==> src/dotq_pkg.sv <==
`timescale 1ns / 1ps
// ----------------------------------------------------------------------------
// dotq_pkg
// Shared types and codes of the deadline ordered task queue: action and
// status codes, the stored task record and the default queue depth.
// ----------------------------------------------------------------------------
package dotq_pkg;

  // Default number of task slots
  localparam int unsigned DEPTH_DEF = 16;

  // Action codes of an input beat
  typedef enum logic [1:0] {
    ACT_INSERT = 2'd0,
    ACT_REMOVE = 2'd1,
    ACT_PEEK   = 2'd2,
    ACT_NOP    = 2'd3
  } action_e;

  // Status codes of a result beat
  typedef enum logic [1:0] {
    ST_OK       = 2'd0,
    ST_FULL     = 2'd1,
    ST_NOTFOUND = 2'd2,
    ST_EMPTY    = 2'd3
  } status_e;

  // One queued task as held in a slot
  typedef struct packed {
    logic [31:0] deadline;
    logic [15:0] ident;
    logic        kind;
    logic [31:0] handle;
  } entry_t;

endpackage

==> src/dotq_ram.sv <==
`timescale 1ns / 1ps
// ----------------------------------------------------------------------------
// dotq_ram
// Generic simple dual-port RAM: one write port, one read port with the read
// data registered. No reset on the contents.
// ----------------------------------------------------------------------------
module dotq_ram #(
  parameter int unsigned Width = 8,
  parameter int unsigned Depth = 16
) (
  input  logic                     clk_i,
  input  logic                     we_i,
  input  logic [$clog2(Depth)-1:0] waddr_i,
  input  logic [Width-1:0]         wdata_i,
  input  logic [$clog2(Depth)-1:0] raddr_i,
  output logic [Width-1:0]         rdata_o
);

  logic [Width-1:0] mem [Depth];

  // Write port
  always_ff @(posedge clk_i) begin
    if (we_i) begin
      mem[waddr_i] <= wdata_i;
    end
  end

  // Registered read port
  always_ff @(posedge clk_i) begin
    rdata_o <= mem[raddr_i];
  end

endmodule

==> src/deadline_ordered_task_queue.sv <==
`timescale 1ns / 1ps
// ----------------------------------------------------------------------------
// deadline_ordered_task_queue
// Earliest-deadline-first ready queue kept as a sorted array in one RAM.
// ----------------------------------------------------------------------------
// A beat is taken when start_i is high and busy_o is low; its single result
// is registered as the operation ends and shows for exactly one cycle with
// done_o high, and cannot be held off by the receiver. Tasks live in one
// slot RAM (registered read, one read and one write a cycle) in ascending
// deadline order, slot 0 the head. The RAM port sets the timing: an insert
// walks from the tail toward its place, moving one slot a cycle, and writes
// the new task above the first slot that stays, or into the head slot in a
// final head step; a remove walks the whole queue; a peek reads the head
// slot. An insert into a full or empty queue, a remove or peek on an empty
// queue, and action code 3 finish in the idle state without a walk.
// occupancy_o is the task count after the reported operation.
// ----------------------------------------------------------------------------
module deadline_ordered_task_queue #(
  parameter int unsigned DEPTH = dotq_pkg::DEPTH_DEF
) (
  input  logic        clk_i,
  input  logic        rst_ni,
  input  logic        start_i,
  output logic        busy_o,
  input  logic [1:0]  action_i,
  input  logic [15:0] task_ident_i,
  input  logic [31:0] deadline_i,
  input  logic        task_kind_i,
  input  logic [31:0] handle_i,
  output logic        done_o,
  output logic [1:0]  status_o,
  output logic [15:0] head_ident_o,
  output logic [31:0] head_deadline_o,
  output logic        head_kind_o,
  output logic [31:0] head_handle_o,
  output logic [4:0]  occupancy_o
);

  import dotq_pkg::*;

  localparam int unsigned AW = $clog2(DEPTH);
  localparam int unsigned CW = $clog2(DEPTH + 1);

  // Sequencer states
  localparam logic [2:0] S_IDLE = 3'd0;
  localparam logic [2:0] S_INS  = 3'd1;
  localparam logic [2:0] S_HEAD = 3'd2;
  localparam logic [2:0] S_REM  = 3'd3;
  localparam logic [2:0] S_PEEK = 3'd4;

  logic [2:0]    state_q, state_d;
  logic [AW-1:0] ptr_q, ptr_d;
  logic          found_q, found_d;
  logic [CW-1:0] count_q, count_d;
  logic          done_q, done_d;
  status_e       status_q, status_d;
  entry_t        head_q, head_d;
  entry_t        item_q, item_d;

  logic          ram_we;
  logic [AW-1:0] ram_waddr;
  logic [AW-1:0] ram_raddr;
  entry_t        ram_wdata;
  entry_t        ram_rdata;

  entry_t        in_entry;
  logic          move;
  logic          last;
  logic          hit;
  logic [31:0]   count_ext;

  // Slot storage
  dotq_ram #(
    .Width ($bits(entry_t)),
    .Depth (DEPTH)
  ) u_slots (
    .clk_i   (clk_i),
    .we_i    (ram_we),
    .waddr_i (ram_waddr),
    .wdata_i (ram_wdata),
    .raddr_i (ram_raddr),
    .rdata_o (ram_rdata)
  );

  assign in_entry = '{deadline: deadline_i, ident: task_ident_i,
                      kind: task_kind_i, handle: handle_i};

  // Insert: does the slot under the pointer move one place toward the tail
  assign move = (ptr_q == '0) ? (ram_rdata.deadline > item_q.deadline)
                              : (ram_rdata.deadline >= item_q.deadline);
  // Remove: last occupied slot reached, identifier match
  assign last = (CW'(ptr_q) == (count_q - CW'(1)));
  assign hit  = (ram_rdata.ident == item_q.ident);

  // Sequence the read-modify-write walks over the slot RAM
  always_comb begin
    state_d   = state_q;
    ptr_d     = ptr_q;
    found_d   = found_q;
    count_d   = count_q;
    done_d    = 1'b0;
    status_d  = status_q;
    head_d    = head_q;
    item_d    = item_q;
    ram_we    = 1'b0;
    ram_waddr = ptr_q + AW'(1);
    ram_wdata = item_q;
    ram_raddr = ptr_q;

    unique case (state_q)
      S_IDLE: begin
        if (start_i) begin
          item_d   = in_entry;
          head_d   = '0;
          status_d = ST_OK;
          unique case (action_e'(action_i))
            ACT_INSERT: begin
              if (count_q == CW'(DEPTH)) begin
                done_d   = 1'b1;
                status_d = ST_FULL;
              end else if (count_q == '0) begin
                ram_we    = 1'b1;
                ram_waddr = '0;
                ram_wdata = in_entry;
                count_d   = count_q + CW'(1);
                done_d    = 1'b1;
              end else begin
                ptr_d     = AW'(count_q - CW'(1));
                ram_raddr = AW'(count_q - CW'(1));
                state_d   = S_INS;
              end
            end
            ACT_REMOVE: begin
              if (count_q == '0) begin
                done_d   = 1'b1;
                status_d = ST_NOTFOUND;
              end else begin
                ptr_d     = '0;
                ram_raddr = '0;
                found_d   = 1'b0;
                state_d   = S_REM;
              end
            end
            ACT_PEEK: begin
              if (count_q == '0) begin
                done_d   = 1'b1;
                status_d = ST_EMPTY;
              end else begin
                ram_raddr = '0;
                state_d   = S_PEEK;
              end
            end
            ACT_NOP: begin
              done_d = 1'b1;
            end
          endcase
        end
      end

      S_INS: begin
        // read the next slot down while deciding on this one
        ram_raddr = ptr_q - AW'(1);
        ram_we    = 1'b1;
        ram_waddr = ptr_q + AW'(1);
        if (move) begin
          ram_wdata = ram_rdata;
          if (ptr_q == '0) begin
            state_d = S_HEAD;
          end else begin
            ptr_d = ptr_q - AW'(1);
          end
        end else begin
          ram_wdata = item_q;
          count_d   = count_q + CW'(1);
          done_d    = 1'b1;
          status_d  = ST_OK;
          state_d   = S_IDLE;
        end
      end

      S_HEAD: begin
        ram_we    = 1'b1;
        ram_waddr = '0;
        ram_wdata = item_q;
        count_d   = count_q + CW'(1);
        done_d    = 1'b1;
        status_d  = ST_OK;
        state_d   = S_IDLE;
      end

      S_REM: begin
        // read ahead; after the match, pull each slot down by one
        ram_raddr = ptr_q + AW'(1);
        ram_waddr = ptr_q - AW'(1);
        ram_wdata = ram_rdata;
        if (found_q) begin
          ram_we = 1'b1;
        end else if (hit) begin
          found_d = 1'b1;
        end
        if (last) begin
          done_d  = 1'b1;
          state_d = S_IDLE;
          if (found_q || hit) begin
            count_d  = count_q - CW'(1);
            status_d = ST_OK;
          end else begin
            status_d = ST_NOTFOUND;
          end
        end else begin
          ptr_d = ptr_q + AW'(1);
        end
      end

      S_PEEK: begin
        head_d   = ram_rdata;
        status_d = ST_OK;
        done_d   = 1'b1;
        state_d  = S_IDLE;
      end

      default: begin
        state_d = S_IDLE;
      end
    endcase
  end

  // Control state
  always_ff @(posedge clk_i or negedge rst_ni) begin
    if (!rst_ni) begin
      state_q <= S_IDLE;
      ptr_q   <= '0;
      found_q <= 1'b0;
      count_q <= '0;
      done_q  <= 1'b0;
    end else begin
      state_q <= state_d;
      ptr_q   <= ptr_d;
      found_q <= found_d;
      count_q <= count_d;
      done_q  <= done_d;
    end
  end

  // Payload: latched beat and result fields
  always_ff @(posedge clk_i) begin
    item_q   <= item_d;
    status_q <= status_d;
    head_q   <= head_d;
  end

  assign count_ext       = 32'(count_q);
  assign busy_o          = (state_q != S_IDLE);
  assign done_o          = done_q;
  assign status_o        = status_q;
  assign head_ident_o    = head_q.ident;
  assign head_deadline_o = head_q.deadline;
  assign head_kind_o     = head_q.kind;
  assign head_handle_o   = head_q.handle;
  assign occupancy_o     = count_ext[4:0];

`ifndef NO_ASSERTIONS
  a_count_bound: assert property (@(posedge clk_i) disable iff (!rst_ni)
    count_q <= CW'(DEPTH))
    else $error("task count above queue depth");

  a_done_idle: assert property (@(posedge clk_i) disable iff (!rst_ni)
    done_q |-> (state_q == S_IDLE))
    else $error("result beat while a walk is still running");

  a_count_with_done: assert property (@(posedge clk_i) disable iff (!rst_ni)
    (count_q != $past(count_q)) |-> done_q)
    else $error("task count changed without a result beat");

  a_ins_ptr: assert property (@(posedge clk_i) disable iff (!rst_ni)
    (state_q == S_INS || state_q == S_REM) |-> (CW'(ptr_q) < count_q))
    else $error("walk pointer beyond occupied slots");

  a_full_status: assert property (@(posedge clk_i) disable iff (!rst_ni)
    (done_q && status_q == ST_FULL) |-> (count_q == CW'(DEPTH)))
    else $error("full status reported on a queue that is not full");
`endif

endmodule
==> config.mk <==
export PLATFORM = sky130hd
export DESIGN_NAME = deadline_ordered_task_queue
export DESIGN_NICKNAME = d
export VERILOG_FILES = /design/src/dotq_pkg.sv /design/src/dotq_ram.sv /design/src/deadline_ordered_task_queue.sv
export SDC_FILE = /design/constraint.sdc
export NUM_CORES = 2
export LEC_CHECK = 0
export BUFFER_PORTS_ARGS = -buffer_cell sky130_fd_sc_hd__buf_4
export CORE_MARGIN = 10
export CORE_UTILIZATION = 40
export DETAILED_ROUTE_END_ITERATION = 8
export HOLD_SLACK_MARGIN = 0.08
export SLEW_MARGIN = 20
export SYNTH_ARGS = -nofsm -noshare
export SYNTH_HDL_FRONTEND = slang
export SYNTH_SLANG_ARGS = --single-unit
==> constraint.sdc <==
create_clock -name clk_i -period 6.24 [get_ports clk_i]
set_input_delay 0.936 -clock clk_i [delete_from_list [all_inputs] [get_ports clk_i]]
set_output_delay 0.936 -clock clk_i [all_outputs]
set_load 0.1 [all_outputs]
[After elaboration in Yosys (flattened, before gate mapping)]
Memory sizes are Yosys's and may differ from the RTL's. A register that Yosys moved wholly into a read port is not among the register bits.
Index checks and enable logic that the tools add are counted.
Word-level totals
  output and inout port bits: 90
  bits in writable memories: 1296
  memories kept: 1
  flip-flop bits (word level): 178
  logic and storage cells: 144
Memory list
  u_slots.mem: depth 16, bits a word 81, rd ports 1, clocked after memory_dff 1, write ports 1, RTL line dotq_ram.sv:19  | logic [Width-1:0] mem [Depth];
Operators by class
  order comparisons: 2
  eq/ne operators: 29
  mux-type cells: 73
  reduce and logical (&&, ||, !) cells: 21
  add/sub/neg operators: 4
Operators by type and width (count)
  $mux 81: 6
  $pmux 81 s3: 1
  $pmux 81 s2: 1
  $mux 4: 12
  $pmux 4 s3: 3
  $mux 5: 7
  $ge 32x32->1: 1
  $gt 32x32->1: 1
  $mux 3: 8
  $ne 2x2->1 const B: 10
  $pmux 5 s4: 1
  $mux 1: 18
  $pmux 3 s3: 2
  $eq 16x16->1: 1
  $pmux 4 s2: 2
  $reduce_and 8->1: 2
  $ne 3x3->1 const B: 5
  $mux 2: 6
  $pmux 2 s4: 1
  $reduce_and 4->1: 2
  $reduce_bool 4->1: 2
  $eq 3x2->1 const B: 2
  $pmux 1 s3: 2
  $pmux 2 s3: 1
  other kinds (25): 32

[Depth between registers and ports, before layout]
  depth after elaboration: 8
  depth in mapped cells: 15
  depth with buffers taken out: 10

[Hierarchy]
A second synthesis with hierarchy kept.
Second synthesis, totals
  cells, all modules: 2882
  area, all modules: 59689.7 um^2
Modules (own cells, without submodules)
  dotq_ram: cells each 2078, sequential area each 40538.9 um^2, area each 50064.3 um^2, instances 1
  deadline_ordered_task_queue: cells each 804, sequential area each 5275.1 um^2, area each 9625.5 um^2, instances 1

[Least setup slack after synthesis]
Ideal clock, no wire load.
  kind: register -> register
  start: reg count_q[0] (netlist: occupancy_o[0])
  end: mem u_slots.mem[0][0] (netlist name) (enable)
  clock period less this slack: 7189 ps
  path slack: -949 ps
  cell stages (with the launch flop): 11
  arrival: 6668 ps
  path buffers: 1
  path through: dfrtp_1 > clkbuf_1 > inv_1 > ha_1 > or4b_2 > o31ai_1 > o22a_1 > a21oi_1 > or2_2 > or2_2 > nor2_1
Between the ends
  cells in the longest elaborated chain, start to end: 8
Ends and longest elaborated chain
  from (decl): RTL line deadline_ordered_task_queue.sv:54  | logic [CW-1:0] count_q, count_d;
  from (signal assigned): RTL line deadline_ordered_task_queue.sv:240  | count_q <= count_d;
  $logic_not 5->1: RTL line deadline_ordered_task_queue.sv:121  | end else if (count_q == '0) begin
  $mux 1: RTL line deadline_ordered_task_queue.sv:121
  $mux 1: RTL line deadline_ordered_task_queue.sv:118  | if (count_q == CW'(DEPTH)) begin
  $mux 1: RTL line deadline_ordered_task_queue.sv:116  | unique case (action_e'(action_i))
  $mux 1: RTL line deadline_ordered_task_queue.sv:112  | if (start_i) begin
  $pmux 1 s3: RTL line deadline_ordered_task_queue.sv:110  | unique case (state_q)
  $mux 1: RTL line dotq_ram.sv:23  | if (we_i) begin
  $mux 1 (not written as such): RTL line dotq_ram.sv:24  | mem[waddr_i] <= wdata_i;
  to (decl): RTL line dotq_ram.sv:19
Several ways; a longest one is shown, not always the timed one.

==> results_dict.tcl <==
set metrics [dict create \
    status "finished, final reports clean" \
    synth_top_area_share_pct 70.65 \
    cap_viol_max_count 0 \
    num_vias 38860 \
    overflow 0 \
    fin_ws_ps 1011 \
    whs_path_depth 1 \
    rsz0062_at_grt "false" \
    dp.cells 6639 \
    slew_headroom_pct 26.70 \
    clock_latency_ps 810 \
    slew_viol_final 0 \
    cpMaxStageDelayCell "o21ai_4" \
    nNetsFinal 4883 \
    avgRoutedWirePerCell_um 25.41 \
    drtAntennaViolNets 0 \
    cts_tree "done" \
    period_share_pct 83.80 \
    crit_required_ps 6730 \
    startpoint_type "flop" \
    start_util_pct 40.28 \
    clockBufferDepth 3 \
    h-tree-depth 4 \
    dpl.hpwl_mm 89.78 \
    synth_nets 4771 \
    drc 0 \
    synth_area_mm2 0.06205 \
    post_cts_resized 0 \
    dieArea_mm2 0.1713 \
    ys_ff_latch 1555 \
    clockRootBuffer "clkbuf_16" \
    fin_cells 6932 \
    cp_cell_sequence "inv_1 > ha_1 > nand4_1 > nor4_2 > nand3_1 > o211ai_1 > o21ai_1 > o21ai_4 > buf_4 > a221o_1" \
    die_w_um 413.9 \
    grt_usage_pct 20.02 \
    r2r_start "item_q[80]" \
    synthTopCellsByArea "edfxtp_1 (71%), nand2_1 (7.5%), nand3_1 (3.9%), a21oi_1 (2.7%), dfxtp_1 (2.6%)" \
    syn-instance-count 4642 \
    rrSetupSlack_ps 1010 \
    min_path_type "input pin to flop" \
    final-hold-violation-count 0 \
    critPathMaxStageDelay_ps 910 \
    clock_sinks 1555 \
    yosysSeqAreaShare_pct 73.83 \
    ios 176 \
    drive_gt1_share_pct 12.25 \
    nFillCells 13480 \
    ys_types 78 \
    die_h_um 413.9 \
    gp_congestion 0.7986 \
    num_rows 144 \
    min-delay-start "handle_i[8]" \
    synthArstFlopShare_pct 0.9003 \
    routed_via_density 5.606 \
    yosysWarningCount 0 \
    place_ws_ps 1136 \
    place.port_buffers 175 \
    antenna_cells 0 \
    post_dp_cell_area_mm2 0.06582 \
    clock_skew_ps 31.07 \
    synth.largest_area_cell "edfxtp_1" \
    clk_pin_slew_ps 60 \
    wl_mm 176.2 \
    worst_pin_slew_ps 1095 \
    crit_arrival_ps 5720 \
    r2r_end "u_slots.mem[6][76]" \
    crit_path_max_fanout 34 \
    endpoint_kind "flop" \
    fin_crit_ps 5229 \
    dr.pass1.iters 6 \
    syn_area_per_cell_um2 13.37 \
    fmaxAchievable_mhz 191.2 \
    drt_iter0_drc 3936 \
    rr_worst_depth 10 \
    ys.flop_type "edfxtp_1" \
    worstHoldEndpoint "item_q[8]" \
    path_class "flop to flop" \
    area_delta_synth_final_pct 14.12 \
    grt_pass1_wl_mm 256.8 \
    grt_max_degree 179 \
    cts_made_buffers 156 \
    setup_violations 0 \
    antenna_found_initial 1 \
    final_area_mm2 0.07081 \
    synth-edff-count 1460 \
    first_global_vias 37520 \
    core_mm2 0.1540 \
]
==> metal layers <==
metal / vias to the layer above / global-route usage (%) / routed length (µm)
met1: 19600 / 27.51 / 74400
met2: 1554 / 32.33 / 83630
li1: 17430 / - / -
met5: - / 0 / 13
met3: 281 / 2.888 / 12160
met4: 2 / 7.217 / 5957
==> critical path, delay by kind of cell (launching register included) <==
kind                     cells  cell delay, ps
AO/OA/AOI/OAI                4            2150
adder cells (fa/ha/maj)      1             310
buffers and inverters        2             700
flip-flops                   1             350
AND/OR/NAND/NOR              3            1360
==> stage by stage <==
stage | hold slack [ps] | TNS (ps) | util (%)
floorplan | 518.3 | -307350 | -
global placement | 553.1 | 0 | 42.72
detailed placement | 565.8 | 0 | 42.73
CTS | 258.2 | 0 | 45.96
global route | 295.5 | 0 | 45.97
finish | 312.6 | 0 | 45.97
==> how the worst max path moves through the flow <==
stage / start / end / slack (ps) / cells past startpoint
final: item_q[80] / u_slots.mem[6][76] / 1010 / 10
after global routing: item_q[78] / u_slots.mem[13][76] / 890 / 10
after CTS: item_q[80] / u_slots.mem[12][76] / 1100 / 10
after detailed placement: item_q[80] / u_slots.mem[9][76] / 1140 / 10
after global placement: item_q[80] / u_slots.mem[12][76] / 810 / 10
after floorplan: occupancy_o[0] / u_slots.mem[0][0] / -950 / 10
==> kinds of logic after synthesis <==
group,Yosys count,synth area share (%)
simple gates,1998,14.08
flops,1555,73.83
compound gates,656,8.170
buf+inv,349,2.440
fa+ha+maj,43,0.8670
xor+xnor,28,0.3952
mux,13,0.2158
==> registers in the layout (all words and copies together), names as in the netlist <==
signal / count
head_kind_o: 1
ptr_q: 4
done_o: 1
status_o: 2
head_deadline_o: 32
head_ident_o: 16
occupancy_o: 5
item_q: 81
found_q: 1
state_q: 3
u_slots.mem: 1296
u_slots.rdata_o: 81
head_handle_o: 32
==> cell usage in the layout, fill, tap and decap left out, types with 5 or more instances in the layout <==
cell type  netlist  routed
edfxtp_1      1460    1460
nand2_1       1235    1231
nand3_1        484     484
a21oi_1        332     332
buf_4            7     224
clkbuf_16        0     157
and3_1          90      90
and2_1          85      83
a221o_1         83      82
dfxtp_1         81      81
a32o_1          73      73
a2111oi_2       71      71
inv_1           44      43
ha_1            43      43
clkbuf_1       151      42
buf_12           0      31
clkinv_1         1      30
nor2_1          40      23
xnor2_1         23      23
clkinv_2         0      23
nor2_4           1      19
a22oi_1         18      18
o21ai_0         16      15
nand4_1         13      13
dfrtp_1         14      13
clkbuf_8         0      12
mux2i_1         10      10
nand2b_1         9       9
inv_6            0       9
bufinv_16        0       9
nor3_1           8       8
a32oi_1          8       8
o311ai_1         8       8
nor2b_1          5       5
xor2_1           5       5
nand2_4          0       5
==> cell usage after synthesis, types with 9 or more instances <==
master,number
a221o_1,83
a21oi_1,332
a32o_1,73
and3_1,90
inv_1,44
nand2_1,1235
nand4_1,13
a2111oi_2,71
nor2_1,40
xnor2_1,23
mux2i_1,10
ha_1,43
dfrtp_1,14
nand2b_1,9
nand3_1,484
buf_1,19
clkbuf_1,151
a22oi_1,18
and2_1,85
edfxtp_1,1460
o21ai_0,16
buf_2,124
dfxtp_1,81
==> what timing repair did <==
| action | in CTS | in global routing |
|---|---|---|
| hold buffers | 1 | 0 |
| hold endpoints to repair | 14 | 0 |
| setup buffers | 0 | 0 |
==> final cells by class <==
type / instances / area [µm²] / share of cell area (%)
Multi-Input combinational cell: 2738 / 14960 / 21.12
Inverter: 45 / 171.4 / 0.2421
Sequential cell: 1555 / 45820 / 64.70
Timing Repair Buffer: 258 / 2335 / 3.297
Tap cell: 2044 / 2557 / 3.611
Clock inverter: 81 / 721.9 / 1.019
Clock buffer: 211 / 4252 / 6.004
Power is not shown: default switching activity piles up to over one toggle a cycle in this logic, so the estimate is an artifact.
